### config.mk
export PLATFORM = sky130hd
export DESIGN_NAME = clock_page_replacement_unit_flat
export DESIGN_NICKNAME = d
export VERILOG_FILES = /design/src/rtl/cpr_pkg.sv /design/src/rtl/cpr_in_if.sv /design/src/rtl/cpr_out_if.sv /design/src/rtl/clock_page_replacement_unit.sv /design/src/flat_wrapper.sv
export SDC_FILE = /design/constraint.sdc
export NUM_CORES = 1
export LEC_CHECK = 0
export BUFFER_PORTS_ARGS = -buffer_cell sky130_fd_sc_hd__clkbuf_2
export CAP_MARGIN = 20
export CELL_PAD_IN_SITES_DETAIL_PLACEMENT = 2
export CELL_PAD_IN_SITES_GLOBAL_PLACEMENT = 2
export CORE_MARGIN = 3
export CORE_UTILIZATION = 37
export DETAILED_ROUTE_END_ITERATION = 10
export HOLD_SLACK_MARGIN = 0.15
export PLACE_DENSITY = 0.65
export SLEW_MARGIN = 10
export SYNTH_ARGS = -nofsm -noshare
export SYNTH_HDL_FRONTEND = slang
export SYNTH_SLANG_ARGS = --single-unit
### constraint.sdc
create_clock -name i_clk -period 6.3 [get_ports i_clk]
set_input_delay 1.26 -clock i_clk [delete_from_list [all_inputs] [get_ports i_clk]]
set_output_delay 1.26 -clock i_clk [all_outputs]
set_load 0.05 [all_outputs]
### src/rtl/cpr_pkg.sv
// ----------------------------------------------------------------------------
// Clock page replacement package
// Sizes, register indexes and sequencer state codes shared by the channel
// interfaces, the replacement unit and its checker.
// ----------------------------------------------------------------------------
package cpr_pkg;

    localparam int FRAMES    = 16;
    localparam int PAGE_BITS = 16;

    // Fixed field widths of the channels and the configuration port.
    localparam int PAGE_W       = 16;
    localparam int OUT_IDX_W    = 4;
    localparam int FAULT_W      = 32;
    localparam int NUM_FRAMES_W = 5;
    localparam int CFG_IDX_W    = 1;
    localparam int CFG_DATA_W   = 5;

    // Frame index and frame count widths follow from the frame count.
    localparam int IDX_W = (FRAMES > 1) ? $clog2(FRAMES) : 1;
    localparam int CNT_W = $clog2(FRAMES + 1);

    localparam logic [CFG_IDX_W-1:0] REG_NUM_FRAMES  = 1'd0;
    localparam logic [CFG_IDX_W-1:0] REG_NEW_USE_BIT = 1'd1;

    localparam logic [NUM_FRAMES_W-1:0] NUM_FRAMES_RST = 5'd16;

    typedef enum logic [2:0] {
        S_IDLE  = 3'b001,
        S_MATCH = 3'b010,
        S_WALK  = 3'b100
    } t_state;

endpackage

### src/rtl/cpr_in_if.sv
// ----------------------------------------------------------------------------
// Page reference channel
// Valid/ready channel that carries one page reference per transfer.
// ----------------------------------------------------------------------------
interface cpr_in_if;
    import cpr_pkg::*;

    logic              valid;
    logic              ready;
    logic [PAGE_W-1:0] page_number;
    logic              last_in_trace;

    modport source (output valid, page_number, last_in_trace, input ready);
    modport sink   (input valid, page_number, last_in_trace, output ready);

endinterface

### src/rtl/cpr_out_if.sv
// ----------------------------------------------------------------------------
// Replacement result channel
// Valid/ready channel that carries one replacement result per transfer.
// ----------------------------------------------------------------------------
interface cpr_out_if;
    import cpr_pkg::*;

    logic                 valid;
    logic                 ready;
    logic                 hit;
    logic [OUT_IDX_W-1:0] frame_index;
    logic                 evicted_valid;
    logic [PAGE_W-1:0]    evicted_page;
    logic [FAULT_W-1:0]   fault_count;

    modport source (output valid, hit, frame_index, evicted_valid, evicted_page,
                    fault_count, input ready);
    modport sink   (input valid, hit, frame_index, evicted_valid, evicted_page,
                    fault_count, output ready);

endinterface

### src/rtl/clock_page_replacement_unit.sv
// ----------------------------------------------------------------------------
// Clock page replacement unit
// Matches each page reference against the resident frames, then on a fault
// walks the clock hand one frame per cycle to pick a victim, holding at a full output.
// ----------------------------------------------------------------------------
// A hit is registered at the output from the match state. On a fault the walk
// examines frames from the hand onward, at most the active frame count plus one,
// before the victim's result is registered. The next reference is taken once the
// result is registered and the unit is back in idle; a hit or a victim waits in
// its state while the previous result is held at a full output.
// Reset (synchronous, active low) empties all frames, zeroes the hand and the
// fault count, and sets num_frames to 16 and new_use_bit to 1.
module clock_page_replacement_unit (
    input  logic                            i_clk,
    input  logic                            i_rst_n,
    cpr_in_if.sink                          i_req,
    cpr_out_if.source                       o_rsp,
    input  logic                            i_cfg_we,
    input  logic [cpr_pkg::CFG_IDX_W-1:0]   i_cfg_index,
    input  logic [cpr_pkg::CFG_DATA_W-1:0]  i_cfg_data
);
    import cpr_pkg::*;

    t_state                  r_state, n_state;
    logic [NUM_FRAMES_W-1:0] r_num_frames, n_num_frames;
    logic                    r_new_use, n_new_use;

    logic [PAGE_BITS-1:0]    r_frame_page [FRAMES];
    logic [PAGE_BITS-1:0]    n_frame_page [FRAMES];
    logic [FRAMES-1:0]       r_valid, n_valid;
    logic [FRAMES-1:0]       r_use, n_use;
    logic [IDX_W-1:0]        r_hand, n_hand;
    logic [IDX_W-1:0]        r_h, n_h;
    logic [FAULT_W-1:0]      r_faults, n_faults;

    logic [PAGE_BITS-1:0]    r_page, n_page;
    logic                    r_last, n_last;

    logic                    r_o_valid, n_o_valid;
    logic                    r_o_hit, n_o_hit;
    logic [IDX_W-1:0]        r_o_where, n_o_where;
    logic                    r_o_ev_valid, n_o_ev_valid;
    logic [PAGE_W-1:0]       r_o_ev_page, n_o_ev_page;
    logic [FAULT_W-1:0]      r_o_faults, n_o_faults;

    logic [CNT_W-1:0]        w_nact;
    logic [FRAMES-1:0]       w_match;
    logic                    w_hit;
    logic [IDX_W-1:0]        w_first;
    logic                    w_out_free;
    logic [IDX_W-1:0]        w_h_next;
    logic [FAULT_W-1:0]      w_faults_inc;
    logic                    w_done;

    assign i_req.ready         = (r_state == S_IDLE);
    assign o_rsp.valid         = r_o_valid;
    assign o_rsp.hit           = r_o_hit;
    assign o_rsp.frame_index   = OUT_IDX_W'(r_o_where);
    assign o_rsp.evicted_valid = r_o_ev_valid;
    assign o_rsp.evicted_page  = r_o_ev_page;
    assign o_rsp.fault_count   = r_o_faults;

    always_comb begin
        // Clamp the frame count to 1..FRAMES.
        if (r_num_frames == '0) begin
            w_nact = CNT_W'(1);
        end else if (int'(r_num_frames) > FRAMES) begin
            w_nact = CNT_W'(FRAMES);
        end else begin
            w_nact = CNT_W'(r_num_frames);
        end

        for (int i = 0; i < FRAMES; i++) begin
            w_match[i] = r_valid[i] && (r_frame_page[i] == r_page) && (i < int'(w_nact));
        end
        w_hit = |w_match;

        // Scan downward so the lowest matching frame is the one kept.
        w_first = '0;
        for (int i = FRAMES - 1; i >= 0; i--) begin
            if (w_match[i]) begin
                w_first = IDX_W'(i);
            end
        end

        w_out_free   = !r_o_valid || o_rsp.ready;
        w_h_next     = ((CNT_W'(r_h) + CNT_W'(1)) < w_nact) ? r_h + IDX_W'(1) : '0;
        w_faults_inc = (r_faults == '1) ? r_faults : r_faults + FAULT_W'(1);
    end

    always_comb begin
        n_state      = r_state;
        n_num_frames = r_num_frames;
        n_new_use    = r_new_use;
        n_frame_page = r_frame_page;
        n_valid      = r_valid;
        n_use        = r_use;
        n_hand       = r_hand;
        n_h          = r_h;
        n_faults     = r_faults;
        n_page       = r_page;
        n_last       = r_last;
        n_o_valid    = r_o_valid;
        n_o_hit      = r_o_hit;
        n_o_where    = r_o_where;
        n_o_ev_valid = r_o_ev_valid;
        n_o_ev_page  = r_o_ev_page;
        n_o_faults   = r_o_faults;
        w_done       = 1'b0;

        if (r_o_valid && o_rsp.ready) begin
            n_o_valid = 1'b0;
        end

        if (i_cfg_we) begin
            case (i_cfg_index)
                REG_NUM_FRAMES:  n_num_frames = i_cfg_data[NUM_FRAMES_W-1:0];
                REG_NEW_USE_BIT: n_new_use    = i_cfg_data[0];
                default: ;
            endcase
        end

        case (r_state)
            S_IDLE: begin
                if (i_req.valid) begin
                    n_page  = PAGE_BITS'(i_req.page_number);
                    n_last  = i_req.last_in_trace;
                    n_state = S_MATCH;
                end
            end
            S_MATCH: begin
                if (w_hit) begin
                    // Use bits are set only once the output is free; waiting changes nothing.
                    if (w_out_free) begin
                        n_use        = r_use | w_match;
                        n_o_valid    = 1'b1;
                        n_o_hit      = 1'b1;
                        n_o_where    = w_first;
                        n_o_ev_valid = 1'b0;
                        n_o_ev_page  = '0;
                        n_o_faults   = r_faults;
                        w_done       = 1'b1;
                    end
                end else begin
                    n_h     = (CNT_W'(r_hand) < w_nact) ? r_hand : '0;
                    n_state = S_WALK;
                end
            end
            S_WALK: begin
                if (!r_valid[r_h] || !r_use[r_h]) begin
                    if (w_out_free) begin
                        n_frame_page[r_h] = r_page;
                        n_valid[r_h]      = 1'b1;
                        n_use[r_h]        = r_new_use;
                        n_hand            = w_h_next;
                        n_faults          = w_faults_inc;
                        n_o_valid         = 1'b1;
                        n_o_hit           = 1'b0;
                        n_o_where         = r_h;
                        n_o_ev_valid      = r_valid[r_h];
                        n_o_ev_page       = r_valid[r_h] ? PAGE_W'(r_frame_page[r_h]) : '0;
                        n_o_faults        = w_faults_inc;
                        w_done            = 1'b1;
                    end
                end else begin
                    // Second chance: clear the use bit and move on to the next frame.
                    n_use[r_h] = 1'b0;
                    n_h        = w_h_next;
                end
            end
            default: begin
                n_state = S_IDLE;
            end
        endcase

        if (w_done) begin
            n_state = S_IDLE;
            if (r_last) begin
                n_valid  = '0;
                n_use    = '0;
                n_hand   = '0;
                n_faults = '0;
            end
        end
    end

    always_ff @(posedge i_clk) begin
        if (!i_rst_n) begin
            r_state      <= S_IDLE;
            r_num_frames <= NUM_FRAMES_RST;
            r_new_use    <= 1'b1;
            r_valid      <= '0;
            r_use        <= '0;
            r_hand       <= '0;
            r_faults     <= '0;
            r_o_valid    <= 1'b0;
        end else begin
            r_state      <= n_state;
            r_num_frames <= n_num_frames;
            r_new_use    <= n_new_use;
            r_valid      <= n_valid;
            r_use        <= n_use;
            r_hand       <= n_hand;
            r_faults     <= n_faults;
            r_o_valid    <= n_o_valid;
        end
    end

    always_ff @(posedge i_clk) begin
        r_frame_page <= n_frame_page;
        r_h          <= n_h;
        r_page       <= n_page;
        r_last       <= n_last;
        r_o_hit      <= n_o_hit;
        r_o_where    <= n_o_where;
        r_o_ev_valid <= n_o_ev_valid;
        r_o_ev_page  <= n_o_ev_page;
        r_o_faults   <= n_o_faults;
    end

endmodule

### src/flat_wrapper.sv
// flat-port wrapper written by rule: the top's interface ports become plain ports
module clock_page_replacement_unit_flat import cpr_pkg::*;
  (i_clk, i_rst_n, i_cfg_we, i_cfg_index, i_cfg_data, i_req_valid, i_req_page_number, i_req_last_in_trace, i_req_ready, o_rsp_valid, o_rsp_hit, o_rsp_frame_index, o_rsp_evicted_valid, o_rsp_evicted_page, o_rsp_fault_count, o_rsp_ready);
  cpr_in_if i_req_i ();
  cpr_out_if o_rsp_i ();
  input  logic i_clk;
  input  logic i_rst_n;
  input  logic i_cfg_we;
  input  logic [cpr_pkg::CFG_IDX_W-1:0] i_cfg_index;
  input  logic [cpr_pkg::CFG_DATA_W-1:0] i_cfg_data;
  input wire logic [$bits(i_req_i.valid)-1:0] i_req_valid;
  input wire logic [$bits(i_req_i.page_number)-1:0] i_req_page_number;
  input wire logic [$bits(i_req_i.last_in_trace)-1:0] i_req_last_in_trace;
  output wire logic [$bits(i_req_i.ready)-1:0] i_req_ready;
  output wire logic [$bits(o_rsp_i.valid)-1:0] o_rsp_valid;
  output wire logic [$bits(o_rsp_i.hit)-1:0] o_rsp_hit;
  output wire logic [$bits(o_rsp_i.frame_index)-1:0] o_rsp_frame_index;
  output wire logic [$bits(o_rsp_i.evicted_valid)-1:0] o_rsp_evicted_valid;
  output wire logic [$bits(o_rsp_i.evicted_page)-1:0] o_rsp_evicted_page;
  output wire logic [$bits(o_rsp_i.fault_count)-1:0] o_rsp_fault_count;
  input wire logic [$bits(o_rsp_i.ready)-1:0] o_rsp_ready;
  assign i_req_i.valid = i_req_valid;
  assign i_req_i.page_number = i_req_page_number;
  assign i_req_i.last_in_trace = i_req_last_in_trace;
  assign i_req_ready = i_req_i.ready;
  assign o_rsp_valid = o_rsp_i.valid;
  assign o_rsp_hit = o_rsp_i.hit;
  assign o_rsp_frame_index = o_rsp_i.frame_index;
  assign o_rsp_evicted_valid = o_rsp_i.evicted_valid;
  assign o_rsp_evicted_page = o_rsp_i.evicted_page;
  assign o_rsp_fault_count = o_rsp_i.fault_count;
  assign o_rsp_i.ready = o_rsp_ready;
  clock_page_replacement_unit u_core (.i_clk(i_clk), .i_rst_n(i_rst_n), .i_req(i_req_i), .o_rsp(o_rsp_i), .i_cfg_we(i_cfg_we), .i_cfg_index(i_cfg_index), .i_cfg_data(i_cfg_data));
endmodule
==> results.cfg, run 1 <==
[cells_and_area]
fillers = 5463
syn_to_final_growth_pct = 13.9
multi_input_comb_area_mm2 = 0.00881
num-nets-final = 1707
utilization_pct = 42.8
ff_latch_area_mm2 = 0.0115
fin_area_mm2 = 0.0237
final_common_cell = edfxtp_1
final_cell_mix = edfxtp_1, xnor2_1, xor2_1
post_route_cells_drive_above_1_share_pct = 19.5

[run_status]
status = finished clean

[timing]
finalSetupTns_ns = 0
final.setup_skew_ns = 0.0308
rsz0062_at_grt = false
final-setup-viol-count = 0
slew-limit-headroom_pct = 26.4
fmax_ghz = 0.218
worst_pin_slew_ns = 1.09
period_share_pct = 72.8
finalHoldViolations = 0
slew_viol_final = 0
min_period_ns = 4.59

[logic_synthesis]
ys_warn_count = 0
netlist.area_leader.share_pct = 47.7
ys_seq_elements = 409
ys_top_cells_by_area = edfxtp_1, mux4_2, xnor2_1
async_reset_ff_share_pct = 0
synth_top_area_cell = edfxtp_1
synth_area_mm2 = 0.0208
synthCells = 1589
synth_edf_count = 331
ys.flop_type = edfxtp_1
ys_types = 76
avgSynthCellArea_um2 = 13.1
seq_area_frac_synth_pct = 55.2
synth_nets = 1629

[detailed_routing]
drtAntennaViolNets = 0
wl_per_cell_um = 29.5
viasPerCell = 5.77
drc = 0
num_vias = 14100
drt_iter0_drc = 1184
wirelength_mm = 72.4
firstDrtPassIters = 5

[floorplan]
dieArea_mm2 = 0.0592
start_util_pct = 37.6
std_cell_rows = 86
core_area_mm2 = 0.0554
die_h_um = 243
io_pins = 84
die_x_um = 243

[critical_path]
crit_start = u_core.r_page[6]
critical_path_arrival_ns = 4.87
crit_type = flop to flop
ff2ff_setup_slack_ns = 1.71
cp_max_fo = 33
worst_setup_path_start_kind = flop
critPathCaptureType = flop
required_ns = 6.58
timing.rr.start = u_core.r_page[6]

[cts]
tritoncts = yes
htree_levels = 2
path_clk_slew_ns = 0.06
post_cts_buffers = 0
cts_resized = 0
postCtsHoldBufs = 0
clockBufferDepth = 3
clk_latency_ns = 0.61
cts-buffers-inserted = 47
clock-sinks = 409
cts-root-buf = clkbuf_16

[grt]
antenna_found_initial = 9
grt_max_degree = 62
grt_pass1_vias = 15000
grt_use_total_pct = 24.4
grt_pass1_wl_mm = 107
grt.overflow.total = 0

[hold_path]
min-delay-path-class = flop to flop
min_from = u_core.r_valid[7]

[pwr]
ir_drop_uv = 197
power_density_mw_per_mm2 = 258
leakagePower_nw = 7.59

[run]
maxCapViolCount = 0

[placement]
placed_area_mm2 = 0.0222
dp_hpwl_mm = 52.2
io_buffers = 83
place_congestion = 0.859
-- cells in the mapped netlist (24+ instances only) --
library cell  instances
nand3_1              59
buf_4                24
nor2_1               72
nor2b_1              25
nor3_1               93
mux2i_1              24
dfxtp_1              78
mux4_2               86
edfxtp_1            331
buf_2                30
clkbuf_1             48
nor4_1               57
nand4_1              39
nand2_1              80
xor2_1              131
xnor2_1             181
-- report_power, final --
part | total, mW | switching [mW] | internal [mW] | leakage [nW]
clock network | 2.75 | 1.17 | 1.58 | 0.743
registers | 3.00 | 0.0608 | 2.94 | 3.59
logic | 0.358 | 0.235 | 0.123 | 3.26
-- cell type report --
type                            instances  area share (%)
Clock buffer                           60            5.29
Clock inverter                         27            1.12
Antenna cell                            1          0.0105
Multi-Input combinational cell       1052            37.1
Inverter                               16           0.253
Timing Repair Buffer                  141            3.80
Sequential cell                       409            48.5
Tap cell                              748            3.94
-- stage by stage --
step | power, mW | setup WS [ns] | cells | hold slack, ns
3_5_place_dp | 3.41 | 1.88 | 2365 | 0.508
5_1_grt | 6.30 | 1.50 | 2453 | 0.544
4_1_cts | 6.17 | 1.74 | 2452 | 0.518
3_3_place_gp | 3.40 | 2.05 | 2364 | 0.492
2_1_floorplan | 3.27 | 0.997 | 1589 | 0.462
6_report | 6.11 | 1.71 | 2454 | 0.517
-- worst max-delay path, cell delays in order, from the launching register on --
cell       delay [ns]
edfxtp_1         1.06
xnor2_1          0.21
nand2_1          0.09
nor4_1           0.86
a2bb2oi_1        0.29
nor4bb_2         0.30
and2_1           0.30
a21oi_4          0.79
buf_12           0.30
-- state kept, by name (all words and copies together), names as in the netlist, 5 cells and up --
name,cells
u_core.r_use,16
u_core.r_faults,32
u_core.r_frame_page,256
u_core.o_rsp.fault_count,32
u_core.r_valid,16
u_core.o_rsp.evicted_page,16
u_core.r_page,16
u_core.r_num_frames,5
-- worst paths after layout --
kind,to,cells past startpoint
setup / recovery,u_core.o_rsp.fault_count[3],8
hold reg to reg,u_core.r_valid[7],2
setup reg to reg,u_core.o_rsp.fault_count[3],8
hold / removal,u_core.r_valid[7],2
-- logic make-up (layout without fill, tap and decap cells) --
group | after synthesis | count (layout) | share of synthesized area, %
compound gates | 125 | 125 | 4.61
xor+xnor | 312 | 312 | 13.1
fa+ha+maj | 12 | 12 | 0.721
buf+inv | 128 | 244 | 2.99
mux | 112 | 112 | 10.7
flops | 409 | 409 | 55.2
other cells | 0 | 1 | 0
simple gates | 491 | 491 | 12.6
-- layer usage --
| layer | vias up | global-route usage, % | share of wire [%] |
|---|---|---|---|
| li1 | 6174 | - | - |
| met1 | 7532 | 34.7 | 46 |
| met2 | 361 | 39.5 | 47 |
| met3 | 81 | 3.68 | 4.9 |
| met4 | 0 | 5.54 | 2.1 |
| met5 | - | 0 | 0 |
Power figures use the tool's default switching activity.
==> run 2: changes to the inputs <==
--- a/config.mk
+++ b/config.mk
@@ -13,7 +13,7 @@
 export CORE_UTILIZATION = 37
 export DETAILED_ROUTE_END_ITERATION = 10
 export HOLD_SLACK_MARGIN = 0.15
-export PLACE_DENSITY = 0.65
+export PLACE_DENSITY = 0.67
 export SLEW_MARGIN = 10
 export SYNTH_ARGS = -nofsm -noshare
 export SYNTH_HDL_FRONTEND = slang
==> constraint.sdc (replaced) <==
create_clock -name i_clk -period 3.9 [get_ports i_clk]
set_input_delay 0.78 -clock i_clk [delete_from_list [all_inputs] [get_ports i_clk]]
set_output_delay 0.78 -clock i_clk [all_outputs]
set_load 0.05 [all_outputs]
==> results.cfg, run 2 (synthesized netlist as in run 1, its figures left out) <==
[cells_and_area]
final_cell_mix = edfxtp_1, xnor2_1, xor2_1
regMostFlops = u_core.r_frame_page
fillers = 5414
syn_to_final_growth_pct = 16.5
largest_reg_flops = 256
num-nets-final = 1755
final_common_cell = edfxtp_1
num_antenna_cells = 0
post_route_cells_drive_above_1_share_pct = 21.9
utilization_pct = 43.8

[critical_path]
required_ns = 4.17
critical_path_arrival_ns = 3.93
worst_setup_path_start_kind = flop
r2r-end = u_core.o_rsp.evicted_page[12]
crit_type = flop to flop
timing.rr.start = u_core.r_page[13]
cp_max_fo = 13
crit_start = u_core.r_page[13]
rr_worst_depth = 9
critPathCaptureType = flop
ff2ff_setup_slack_ns = 0.24

[grt]
grt_use_total_pct = 24.1
grt_pass1_wl_mm = 106
grt_max_degree = 66
antenna_found_initial = 5
grt.overflow.total = 0
grt_pass1_vias = 15300

[detailed_routing]
firstDrtPassIters = 5
wl_per_cell_um = 28.8
drtAntennaViolNets = 0
num_vias = 14300
wirelength_mm = 72.1
viasPerCell = 5.74
drt_iter0_drc = 1196
drc = 0

[floorplan]
dieArea_mm2 = 0.0592
start_util_pct = 37.6
core_area_mm2 = 0.0554
die_h_um = 243
io_pins = 84
die_x_um = 243
std_cell_rows = 86

[placement]
dp_hpwl_mm = 52.1
place_congestion = 0.891
io_buffers = 83

[cts]
htree_levels = 2
cts-buffers-inserted = 48
path_clk_slew_ns = 0.06
post_cts_buffers = 0
clockBufferDepth = 3
cts_resized = 0
clk_latency_ns = 0.60
postCtsHoldBufs = 0
tritoncts = yes
cts-root-buf = clkbuf_16
clock-sinks = 409

[pwr]
power_density_mw_per_mm2 = 421
ir_drop_uv = 320
leakagePower_nw = 7.90

[timing]
period_share_pct = 93.9
final-setup-viol-count = 0
fmax_ghz = 0.273
finalSetupTns_ns = 0
finalHoldViolations = 0
slew_viol_final = 0
slew-limit-headroom_pct = 31.9
worst_pin_slew_ns = 1.02
final.setup_skew_ns = 0.0220
hold_ws_ns = 0.363
min_period_ns = 3.66
rsz0062_at_grt = false

[hold_path]
min-delay-path-class = input port to flop
min_from = i_req_last_in_trace
whs_path_depth = 1
min_to = u_core.r_last

[run]
maxCapViolCount = 0

[run_status]
status = finished clean
[run 2: routing by layer]
metal / GRT usage (%) / share of wire [%] / vias to the layer above
li1: - / - / 6277
met2: 40.6 / 49 / 455
met3: 3.61 / 6.2 / 109
met1: 32.4 / 43 / 7507
met4: 7.26 / 2.8 / 0
met5: 0 / 0 / -
[run 2: layout make-up]
cell class	instances	area (µm²)	area share (%)
sequential	409	11500	47.4
multi-input combinational	1052	8810	36.3
clock inverter	26	337	1.39
tap	748	936	3.86
timing repair buffer	188	1320	5.42
inverter	16	60.1	0.247
clock buffer	62	1310	5.38
[run 2: report_power, final]
part           switching [mW]  leakage, nW  internal [mW]
clock                    1.88        0.794           2.88
combinational           0.431         3.51          0.224
sequential             0.0537         3.59           4.75
total                    2.37         7.90           7.86
[run 2: worst max-delay path by stage]
stage                                          endpoint
after global placement     u_core.o_rsp.evicted_page[8]
after detailed placement            u_core.r_faults[26]
after CTS                 u_core.o_rsp.evicted_page[12]
after floorplan                u_core.r_frame_page[128]
final                     u_core.o_rsp.evicted_page[12]
after global routing                u_core.r_faults[26]
[run 2: critical path, cell delays in order, from the launching register on]
cell and delay (ns):
edfxtp_1 0.77, buf_4 0.31, xnor2_1 0.17, nand4_1 0.16, nor4_1 0.70, a2bb2o_1 0.30
nor4_2 0.09, and2_1 0.19, a21oi_4 0.33, buf_4 0.30
[run 2: per-stage QoR]
step / total power, mW / setup WS [ns] / instances / cell area [µm²]
2_1_floorplan: 5.28 / 0.287 / 1589 / 20800
3_3_place_gp: 5.52 / 0.431 / 2409 / 22600
6_report: 10.2 / 0.237 / 2501 / 24300
4_1_cts: 10.3 / 0.239 / 2497 / 24200
3_5_place_dp: 5.54 / 0.312 / 2409 / 22600
5_1_grt: 10.5 / 0.0645 / 2501 / 24300
